## src/rtl/core/ywgc_pkg.sv

```systemverilog
package ywgc_pkg;

  localparam int NUM_CFG      = 8;
  localparam int CFG_IDX_W    = 4;
  localparam int CORDIC_STEPS = 16;
  localparam int STEP_W       = $clog2(CORDIC_STEPS);
  localparam int IN_W         = 272;
  localparam int OUT_W        = 304;

  localparam logic signed [25:0] DEG360    = 26'sd23592960;
  localparam logic signed [25:0] DEG180    = 26'sd11796480;
  localparam logic signed [25:0] DEG90     = 26'sd5898240;
  localparam logic signed [25:0] WRAP_STEP = 26'sd21233664;
  localparam logic signed [33:0] CORDIC_GAIN = 34'sd652032874;
  localparam logic signed [20:0] G_Q16     = 21'sd642908;

  typedef enum logic [2:0] {
    CFG_PITCH_ANG  = 3'd0,
    CFG_ROLL_ANG   = 3'd1,
    CFG_PITCH_RATE = 3'd2,
    CFG_YAW_RATE   = 3'd3,
    CFG_ROLL_RATE  = 3'd4,
    CFG_ACCEL_X    = 3'd5,
    CFG_ACCEL_Y    = 3'd6,
    CFG_ACCEL_Z    = 3'd7
  } cfg_idx_t;

  typedef enum logic [3:0] {
    OP_NONE, OP_LOAD, OP_PREP, OP_ROT, OP_MUL_C, OP_MUL_S, OP_SUM,
    OP_SC_X, OP_SC_Y, OP_SC_Z, OP_FINISH
  } op_t;

  typedef struct packed {
    op_t               op;
    logic [STEP_W-1:0] step;
  } cmd_t;

  typedef struct packed {
    logic out_busy;
  } status_t;

  typedef struct packed {
    logic signed [25:0] z;
    logic               neg_cos;
  } fold_t;

  function automatic logic signed [25:0] atan_deg(input logic [STEP_W-1:0] i);
    logic signed [25:0] v;
    unique case (i)
      4'd0:  v = 26'sd2949120;
      4'd1:  v = 26'sd1740967;
      4'd2:  v = 26'sd919879;
      4'd3:  v = 26'sd466945;
      4'd4:  v = 26'sd234379;
      4'd5:  v = 26'sd117306;
      4'd6:  v = 26'sd58666;
      4'd7:  v = 26'sd29335;
      4'd8:  v = 26'sd14668;
      4'd9:  v = 26'sd7334;
      4'd10: v = 26'sd3667;
      4'd11: v = 26'sd1833;
      4'd12: v = 26'sd917;
      4'd13: v = 26'sd458;
      4'd14: v = 26'sd229;
      default: v = 26'sd115;
    endcase
    return v;
  endfunction

  function automatic fold_t fold_angle(input logic signed [24:0] ang);
    fold_t f;
    logic signed [25:0] a;
    a = 26'(ang);
    if (a >= DEG180) a = a - DEG360;
    if (a < -DEG180) a = a + DEG360;
    f.neg_cos = 1'b0;
    f.z = a;
    if (a > DEG90) begin
      f.z = DEG180 - a;
      f.neg_cos = 1'b1;
    end else if (a < -DEG90) begin
      f.z = -DEG180 - a;
      f.neg_cos = 1'b1;
    end
    return f;
  endfunction

  function automatic logic signed [31:0] sat32(input logic signed [40:0] v);
    logic signed [31:0] r;
    if (v > 41'sd2147483647) r = 32'sh7fffffff;
    else if (v < -41'sd2147483648) r = 32'sh80000000;
    else r = v[31:0];
    return r;
  endfunction

endpackage

```

## src/rtl/core/ywgc_ctrl.sv

```systemverilog
module ywgc_ctrl
  import ywgc_pkg::*;
(
  input  logic    clk,
  input  logic    rst,
  input  logic    s_axis_tvalid,
  output logic    s_axis_tready,
  input  status_t st,
  output cmd_t    cmd
);

  typedef enum logic [3:0] {
    S_IDLE, S_PREP, S_ROT, S_MUL_C, S_MUL_S, S_SUM, S_SC_X, S_SC_Y, S_SC_Z, S_DONE
  } state_t;

  state_t            state;
  logic [STEP_W-1:0] step;

  assign s_axis_tready = (state == S_IDLE) && !rst;

  always_ff @(posedge clk) begin
    if (rst) begin
      state <= S_IDLE;
      step  <= '0;
    end else begin
      unique case (state)
        S_IDLE:  if (s_axis_tvalid) state <= S_PREP;
        S_PREP: begin
          step  <= '0;
          state <= S_ROT;
        end
        S_ROT: begin
          step <= step + 1'b1;
          if (step == STEP_W'(CORDIC_STEPS - 1)) state <= S_MUL_C;
        end
        S_MUL_C: state <= S_MUL_S;
        S_MUL_S: state <= S_SUM;
        S_SUM:   state <= S_SC_X;
        S_SC_X:  state <= S_SC_Y;
        S_SC_Y:  state <= S_SC_Z;
        S_SC_Z:  state <= S_DONE;
        S_DONE:  if (!st.out_busy) state <= S_IDLE;
        default: state <= S_IDLE;
      endcase
    end
  end

  always_comb begin
    cmd.step = step;
    unique case (state)
      S_IDLE:  cmd.op = s_axis_tvalid ? OP_LOAD : OP_NONE;
      S_PREP:  cmd.op = OP_PREP;
      S_ROT:   cmd.op = OP_ROT;
      S_MUL_C: cmd.op = OP_MUL_C;
      S_MUL_S: cmd.op = OP_MUL_S;
      S_SUM:   cmd.op = OP_SUM;
      S_SC_X:  cmd.op = OP_SC_X;
      S_SC_Y:  cmd.op = OP_SC_Y;
      S_SC_Z:  cmd.op = OP_SC_Z;
      S_DONE:  cmd.op = st.out_busy ? OP_NONE : OP_FINISH;
      default: cmd.op = OP_NONE;
    endcase
  end

  a_done_frees: assert property (@(posedge clk) disable iff (rst)
    (state == S_DONE && !st.out_busy) |=> s_axis_tready)
    else $error("controller did not return to idle after finishing");

endmodule

```

## config.mk

```make
export PLATFORM = sky130hd
export DESIGN_NAME = ywgc_ctrl
export DESIGN_NICKNAME = d
export VERILOG_FILES = /design/src/rtl/core/ywgc_pkg.sv /design/src/rtl/core/ywgc_ctrl.sv
export SDC_FILE = /design/constraint.sdc
export NUM_CORES = 1
export LEC_CHECK = 0
export BUFFER_PORTS_ARGS = -buffer_cell sky130_fd_sc_hd__buf_2
export CELL_PAD_IN_SITES_DETAIL_PLACEMENT = 0
export CELL_PAD_IN_SITES_GLOBAL_PLACEMENT = 1
export CORE_MARGIN = 10
export CORE_UTILIZATION = 35
export CTS_CLUSTER_DIAMETER = 150
export DETAILED_ROUTE_END_ITERATION = 6
export HOLD_SLACK_MARGIN = 0.06
export PLACE_DENSITY = 0.72
export SYNTH_ARGS = -nofsm -noshare
export SYNTH_HDL_FRONTEND = slang
export SYNTH_SLANG_ARGS = --single-unit
```

## constraint.sdc

```tcl
create_clock -name clk -period 2.24 [get_ports clk]
set_clock_uncertainty 0.05 [all_clocks]
set_input_delay 0.224 -clock clk [delete_from_list [all_inputs] [get_ports clk]]
set_output_delay 0.224 -clock clk [all_outputs]
set_load 0.05 [all_outputs]
```

==> results of run 1 <==
-- sequential cells by signal (all words and copies together), names as in the netlist --
register / count
state: 4
step: 4
-- power groups by stage --
stage	Clock (W)	Combinational, W	Sequential [W]
2_1_floorplan	0	0.000376	0.000236
3_3_place_gp	0	0.000439	0.000252
3_5_place_dp	0	0.000441	0.000254
4_1_cts	0.000112	0.000443	0.000251
5_1_grt	0.000124	0.000479	0.000258
6_report	0.000109	0.000436	0.000250
-- cell families (layout without fill, tap and decap cells) --
logic type,count (synthesis),in the layout,share of synthesized area
buffers and inverters,4,15,0.0453
xor gates and xnor gates,2,2,0.0373
and+or+nand+nor,31,31,0.384
DFF,8,8,0.341
adders and majority gates,1,1,0.0267
AOI/OAI and AO/OA,11,11,0.144
muxes,1,1,0.0213
-- worst max path at each step --
stage	depth (start not counted)	end
2_1_floorplan	4	cmd[4]
3_3_place_gp	4	cmd[6]
3_5_place_dp	4	step[3]
4_1_cts	4	cmd[6]
5_1_grt	4	cmd[4]
6_report	4	cmd[6]
-- critical path: stages, from the launching register on --
cell,delay [ns]
dfxtp_1,0.61
nand2_1,0.12
xor2_1,0.17
nor2_1,0.09
buf_2,0.27
-- metrics by stage --
stage	setup slack [ns]	std cells
global placement	0.732	81
detailed placement	0.702	81
floorplan	0.172	58
global route	0.310	84
CTS	0.434	84
finish	0.448	84
-- layer usage --
layer	up-vias	share of wire	wire, µm	GRT usage
li1	235	-	-	-
met1	187	0.56	596	0.0922
met2	10	0.37	400	0.0909
met3	2	0.062	66	0.0472
met4	0	0.0075	8	0.0515
met5	-	0	0	0
-- synthesized netlist by cell type (all sizes together) --
| library cell | number |
|---|---|
| or3 | 1 |
| dfxtp | 8 |
| xor2 | 1 |
| a21oi | 3 |
| nor3 | 5 |
| a211oi | 1 |
| nor2b | 2 |
| nand3 | 4 |
| nor4 | 1 |
| nand2 | 6 |
| xnor2 | 1 |
| and3b | 1 |
| ha | 1 |
| nand3b | 1 |
| nor3b | 1 |
| nor4b | 1 |
| nand4b | 1 |
| mux2i | 1 |
| clkbuf | 1 |
| buf | 3 |
| a41oi | 1 |
| o21ai | 4 |
| nor2 | 5 |
| nand2b | 1 |
| a22oi | 1 |
| a31o | 1 |
| and3 | 1 |
-- final cells by class --
class,count,area [µm²],share of cell area
Sequential cell,8,160,0.292
Multi-Input combinational cell,46,288,0.524
Timing Repair Buffer,12,60.1,0.109
Tap cell,15,18.8,0.0342
Clock buffer,3,22.5,0.0410
==> results.py, run 1 <==
metrics = {
    "critical_path": {
        "timing.rr.start": "state[0]",
        "critPathLaunch": "state[0]",
        "worst_ep_required_time_ns": 1.97,
        "path_max_fanout": 13,
        "r2r_cells": 4,
        "worst_ep_arrival_time_ns": 1.52,
        "timing.rr.end": "step[3]",
        "end_kind": "primary output",
        "start_kind": "flop",
        "r2r_setup_slack_ns": 0.69,
        "setup.worst_path.class": "reg2out",
    },
    "layout": {
        "fin_area_um2": 549,
        "fin_nets": 76,
        "fillers": 140,
        "n_antenna_cell": 0,
        "utilization": 0.427,
        "area_growth_pct": 17.1,
        "mostFrequentLayoutCells": "buf_2 (12), dfxtp_1 (8), nand2_1 (6)",
        "mostFrequentLayoutCell": "buf_2",
        "layout-drive-gt1-share": 0.246,
    },
    "logic_synthesis": {
        "ys_warn_count": 0,
        "syn_area_per_cell_um2": 8.09,
        "syn_nets": 63,
        "synth.largest_area_cell": "dfxtp_1",
        "synth_cell_type_count": 29,
        "synth_top_area_share": 0.341,
        "synthTopCellsByArea": "dfxtp_1 (34%), nor3_1 (5.3%), nor4b_4 (5.1%)",
        "synth_area_um2": 469,
        "syn_inst": 58,
        "ys_ff_latch": 8,
        "yosysSeqAreaShare": 0.341,
    },
    "job": {
        "maxCapViolCount": 0,
    },
    "pwr": {
        "pwr-share-comb": 0.548,
        "internal-power_w": 0.000370,
        "total_power_w": 0.000795,
        "clockPowerShare": 0.137,
        "switching_share": 0.535,
        "p_sw_w": 0.000425,
        "peakVddDrop_mv": 0.738,
        "leakage_nw": 0.231,
        "power.density_nw_per_um2": 1450,
        "seq_power_share": 0.315,
    },
    "cts": {
        "root_buffer": "clkbuf_4",
        "clk_latency_ns": 0.25,
        "htreeDepth": 1,
        "postCtsSetupBuffers": 0,
        "cts-hold-fix-buffers": 0,
        "clk_pin_slew_worst_paths_ns": 0.06,
        "cts-buffers-inserted": 3,
        "clock_sinks": 8,
        "tritoncts": "yes",
        "clock_path_buffers": 2,
        "cts_repair_resize_count": 0,
    },
    "hold_path": {
        "hold_path.class": "in2reg",
        "hp-start": "rst",
        "min_to": "step[2]",
        "whs_path_depth": 2,
    },
    "placement": {
        "portBuffers": 12,
        "post-dp-hpwl_um": 771,
        "place.gp.congestion": 0.693,
        "placed_area_um2": 527,
    },
    "die": {
        "die_height_um": 56.6,
        "ioPinCount": 13,
        "die_area_um2": 3210,
        "core-area_um2": 1280,
        "die_w_um": 56.6,
        "rows": 13,
        "initial_core_util": 0.365,
    },
    "global_route": {
        "track_usage": 0.0752,
        "grt_pass1_vias": 396,
        "grt_pass1_wl_um": 1880,
        "grt_max_degree": 15,
        "gr-total-overflow": 0,
        "grt_antenna_before_repair": 0,
    },
    "sta": {
        "worst_pin_slew_ns": 0.476,
        "hold_ws_ns": 0.210,
        "period_share": 0.800,
        "fin_crit_ns": 1.79,
        "fmax_mhz": 558,
        "final-max-slew-violation-count": 0,
        "finalSetupTns_ns": 0,
        "hold_viol_final": 0,
        "rsz0062_at_grt": "no",
        "setup_viol": 0,
        "slew_headroom": 0.683,
    },
    "drt": {
        "drtIter0Drc": 3,
        "via_count": 434,
        "dr.pass1.iters": 3,
        "drcViolationCount": 0,
        "ant_nets": 0,
        "viasPerCell": 5.17,
        "wl_per_cell_um": 12.8,
        "wirelength_um": 1070,
    },
    "outcome": {
        "status": "completed",
    },
}
No activity file was read; power rests on OpenSTA's default activity.
==> run 2: changes to the inputs <==
Settings changed: CORE_UTILIZATION 35 to 34, PLACE_DENSITY 0.72 to 0.7.
Clock period 2.24 ns to 1.73 ns, I/O delays scaled along.
==> results.py, run 2 (same netlist as run 1, synthesis figures left out) <==
metrics = {
    "pwr": {
        "leakage_nw": 0.235,
        "peakVddDrop_mv": 0.743,
        "power.density_nw_per_um2": 1860,
    },
    "sta": {
        "fmax_mhz": 629,
        "period_share": 0.919,
        "worst_pin_slew_ns": 0.383,
        "hold_viol_final": 0,
        "finalSetupTns_ns": 0,
        "rsz0062_at_grt": "no",
        "final-max-slew-violation-count": 0,
        "fin_crit_ns": 1.59,
        "setup_viol": 0,
        "slew_headroom": 0.744,
    },
    "die": {
        "die_height_um": 57.2,
        "die_w_um": 57.2,
        "initial_core_util": 0.361,
        "rows": 13,
        "core-area_um2": 1300,
        "die_area_um2": 3270,
        "ioPinCount": 13,
    },
    "drt": {
        "dr.pass1.iters": 4,
        "ant_nets": 0,
        "drtIter0Drc": 6,
        "wl_per_cell_um": 12.5,
        "viasPerCell": 5.30,
        "drcViolationCount": 0,
        "via_count": 445,
        "wirelength_um": 1050,
    },
    "placement": {
        "place.gp.congestion": 0.754,
        "place_inst": 81,
        "portBuffers": 12,
        "post-dp-hpwl_um": 762,
    },
    "job": {
        "maxCapViolCount": 0,
    },
    "cts": {
        "tritoncts": "yes",
        "clk_pin_slew_worst_paths_ns": 0.06,
        "htreeDepth": 1,
        "root_buffer": "clkbuf_4",
        "cts-buffers-inserted": 3,
        "clock_path_buffers": 2,
        "clk_latency_ns": 0.25,
        "clock_sinks": 8,
    },
    "critical_path": {
        "end_kind": "primary output",
        "setup.worst_path.class": "reg2out",
        "worst_ep_arrival_time_ns": 1.37,
        "start_kind": "flop",
        "path_max_fanout": 8,
        "r2r_cells": 3,
        "timing.rr.start": "state[1]",
        "timing.rr.end": "step[3]",
        "r2r_setup_slack_ns": 0.33,
        "worst_ep_required_time_ns": 1.51,
    },
    "layout": {
        "area_growth_pct": 19.2,
        "layout.cells.non_filler": 84,
        "fin_nets": 76,
        "layout-drive-gt1-share": 0.304,
        "top_regs": "state x4, step x4",
        "mostFrequentLayoutCell": "buf_2",
        "mostFrequentLayoutCells": "buf_2 (12), nand2_1 (6), dfxtp_1 (6)",
        "n_antenna_cell": 0,
    },
    "global_route": {
        "grt_pass1_wl_um": 1740,
        "gr-total-overflow": 0,
        "grt_pass1_vias": 376,
        "grt_antenna_before_repair": 0,
        "track_usage": 0.0655,
        "grt_max_degree": 15,
    },
    "hold_path": {
        "min_to": "step[2]",
        "hp-start": "rst",
        "hold_path.class": "in2reg",
        "whs_path_depth": 2,
    },
    "outcome": {
        "status": "completed",
    },
}
-- run 2: power breakdown --
group / leakage, nW / internal, W / switching (W)
logic: 0.155 / 0.000183 / 0.000388
clock network: 0.0138 / 0.0000791 / 0.0000598
registers: 0.0659 / 0.000227 / 0.000103
-- run 2: routing by layer --
layer  global-route usage  wire length [µm]  vias to the layer above
li1                     -                 -                      234
met1               0.0783               491                      202
met2               0.0899               478                        7
met3               0.0398                70                        2
met4               0.0302                11                        0
met5                    0                 0                        -
-- run 2: final cells by class --
| class | count | area (µm²) |
|---|---|---|
| sequential | 8 | 163 |
| tap | 15 | 18.8 |
| timing repair buffer | 12 | 60.1 |
| clock buffer | 3 | 22.5 |
| fill | 139 | 742 |
| multi-input combinational | 46 | 295 |
-- run 2: how the worst max path moves through the flow --
stage               startpoint      end  slack (ns)  cells past startpoint
detailed placement    state[0]  step[1]        0.20                      4
global route          state[1]   cmd[4]        0.02                      4
finish                state[1]   cmd[4]        0.14                      4
floorplan             state[0]   cmd[6]        0.06                      4
CTS                   state[1]   cmd[4]        0.04                      4
global placement      state[0]  step[3]        0.22                      4
-- run 2: through the flow --
step / worst slack, ns / hold WS, ns / area, µm² / utilization / power (W)
final: 0.141 / 0.164 / 559 / 0.430 / 0.00104
after detailed placement: 0.203 / 0.435 / 532 / 0.409 / 0.000901
after global routing: 0.0155 / 0.185 / 559 / 0.430 / 0.00112
after global placement: 0.218 / 0.433 / 532 / 0.409 / 0.000901
after floorplan: 0.0646 / 0.416 / 474 / - / 0.000802
after CTS: 0.0380 / 0.167 / 556 / 0.427 / 0.00105
-- run 2: timing repair --
item,CTS,global route
hold buffers,0,0
buffers inserted,0,0
setup endpoints to repair,1,3
pin swaps,0,0
resized for setup,1,2
-- run 2: critical path: stages (launching register included) --
cell and delay (ns):
dfxtp_1 0.39, nor2_2 0.22, nor2b_1 0.09, nor3_2 0.14, buf_2 0.28
==> run 3: changes to the inputs <==
Settings changed: CAP_MARGIN set to 20, CORE_UTILIZATION 34 to 31, PLACE_DENSITY 0.7 to 0.67.
Clock period 1.73 ns to 1.4 ns, I/O delays scaled along.
==> results.py, run 3 (same netlist as run 1, synthesis figures left out) <==
metrics = {
    "pwr": {
        "power.density_nw_per_um2": 2210,
        "leakage_nw": 0.345,
        "peakVddDrop_mv": 1.45,
    },
    "global_route": {
        "grt_pass1_wl_um": 2120,
        "track_usage": 0.0771,
        "grt_antenna_before_repair": 0,
        "gr-total-overflow": 0,
        "grt_pass1_vias": 506,
        "grt_max_degree": 13,
    },
    "layout": {
        "area_growth_pct": 74.4,
        "mostFrequentLayoutCells": "buf_4 (14), buf_2 (7), buf_6 (5)",
        "n_antenna_cell": 0,
        "layout-drive-gt1-share": 0.607,
        "fin_nets": 91,
        "top_regs": "state x4, step x4",
        "fin_area_um2": 818,
        "mostFrequentLayoutCell": "buf_4",
        "layout.cells.non_filler": 99,
        "utilization": 0.599,
    },
    "job": {
        "maxCapViolCount": 0,
    },
    "die": {
        "initial_core_util": 0.343,
        "core-area_um2": 1370,
        "die_w_um": 58.9,
        "die_area_um2": 3470,
        "die_height_um": 58.9,
        "rows": 13,
        "ioPinCount": 13,
    },
    "cts": {
        "tritoncts": "yes",
        "htreeDepth": 1,
        "clock_path_buffers": 2,
        "cts-hold-fix-buffers": 0,
        "cts-buffers-inserted": 3,
        "clk_pin_slew_worst_paths_ns": 0.05,
        "clk_latency_ns": 0.25,
        "clock_sinks": 8,
        "root_buffer": "clkbuf_4",
    },
    "placement": {
        "placed_area_um2": 609,
        "portBuffers": 12,
        "place_ws_ns": -0.00171,
        "post-dp-hpwl_um": 873,
        "place_inst": 89,
        "place.gp.congestion": 0.761,
    },
    "critical_path": {
        "start_kind": "flop",
        "setup.worst_path.class": "reg2out",
        "end_kind": "primary output",
        "path_max_fanout": 11,
        "worst_ep_arrival_time_ns": 1.21,
        "worst_ep_required_time_ns": 1.21,
    },
    "sta": {
        "hold_ws_ns": 0.135,
        "setup_viol": 1,
        "rsz0062_at_grt": "yes",
        "period_share": 1.00,
        "final.setup.worst_slack_ns": -0.000921,
        "worst_pin_slew_ns": 0.239,
        "slew_headroom": 0.839,
        "fmax_mhz": 714,
        "hold_viol_final": 0,
        "final-max-slew-violation-count": 0,
        "fin_crit_ns": 1.40,
    },
    "drt": {
        "wl_per_cell_um": 12.7,
        "drcViolationCount": 0,
        "ant_nets": 0,
        "drtIter0Drc": 6,
        "viasPerCell": 5.26,
        "via_count": 521,
        "dr.pass1.iters": 4,
        "wirelength_um": 1260,
    },
    "outcome": {
        "status": "finished, violations left",
        "violations": "setup timing",
    },
    "hold_path": {
        "hold_path.class": "in2reg",
    },
}
## run 3: changes by cell type in the layout (fill, tap and decap cells not counted), moves of 2 or more
cell,previous run,this run
nor2_1,4,2
nand2_1,6,4
dfxtp_2,2,0
dfxtp_1,6,4
buf_6,0,5
nor2b_1,2,0
nor2_4,0,2
dfxtp_4,0,4
nor2b_2,0,2
buf_4,0,14
buf_2,12,7
## run 3: worst paths after layout
check,slack (ns),end,depth (start not counted),from
min reg2reg,0.46,step[3],1,step[3]
max reg2reg,0.08,state[0],5,state[2]
max,-0.0009,cmd[4],4,state[3]
min,0.14,state[2],2,rst
## run 3: final cells by class
| type | count | area (µm²) |
|---|---|---|
| Clock buffer | 3 | 22.5 |
| Multi-Input combinational cell | 46 | 390 |
| Sequential cell | 8 | 175 |
| Tap cell | 15 | 18.8 |
| Timing Repair Buffer | 27 | 211 |
| Fill cell | 127 | 548 |
## run 3: per-stage QoR
step                setup TNS, ns  power, W
floorplan                       0   0.00103
global placement                0   0.00129
detailed placement       -0.00171   0.00129
CTS                       -0.0270   0.00162
global route               -0.215   0.00195
finish                  -0.000921   0.00181
## run 3: critical path, cell delays in order, from the launching register on
cell and delay [ns]:
dfxtp_4 0.42, nor4_4 0.06, buf_4 0.13, nor3_4 0.17, buf_6 0.18
## run 3: power by group
part	internal, W	switching (W)	total [W]
logic	0.000579	0.000632	0.00121
registers	0.000298	0.000132	0.000430
clock network	0.0000976	0.0000713	0.000169
## run 3: what timing repair did
item / CTS / global route
buffers inserted: 2 / 5
setup endpoints to repair: 8 / 8
pin swaps: 3 / 5
gates resized for setup: 22 / 15
## run 3: routing by layer
layer	track usage	wire length (µm)	vias up
met1	0.0791	536	241
met3	0.0451	96	2
met4	0.0197	12	0
met2	0.131	616	15
li1	-	-	263
met5	0	0	-
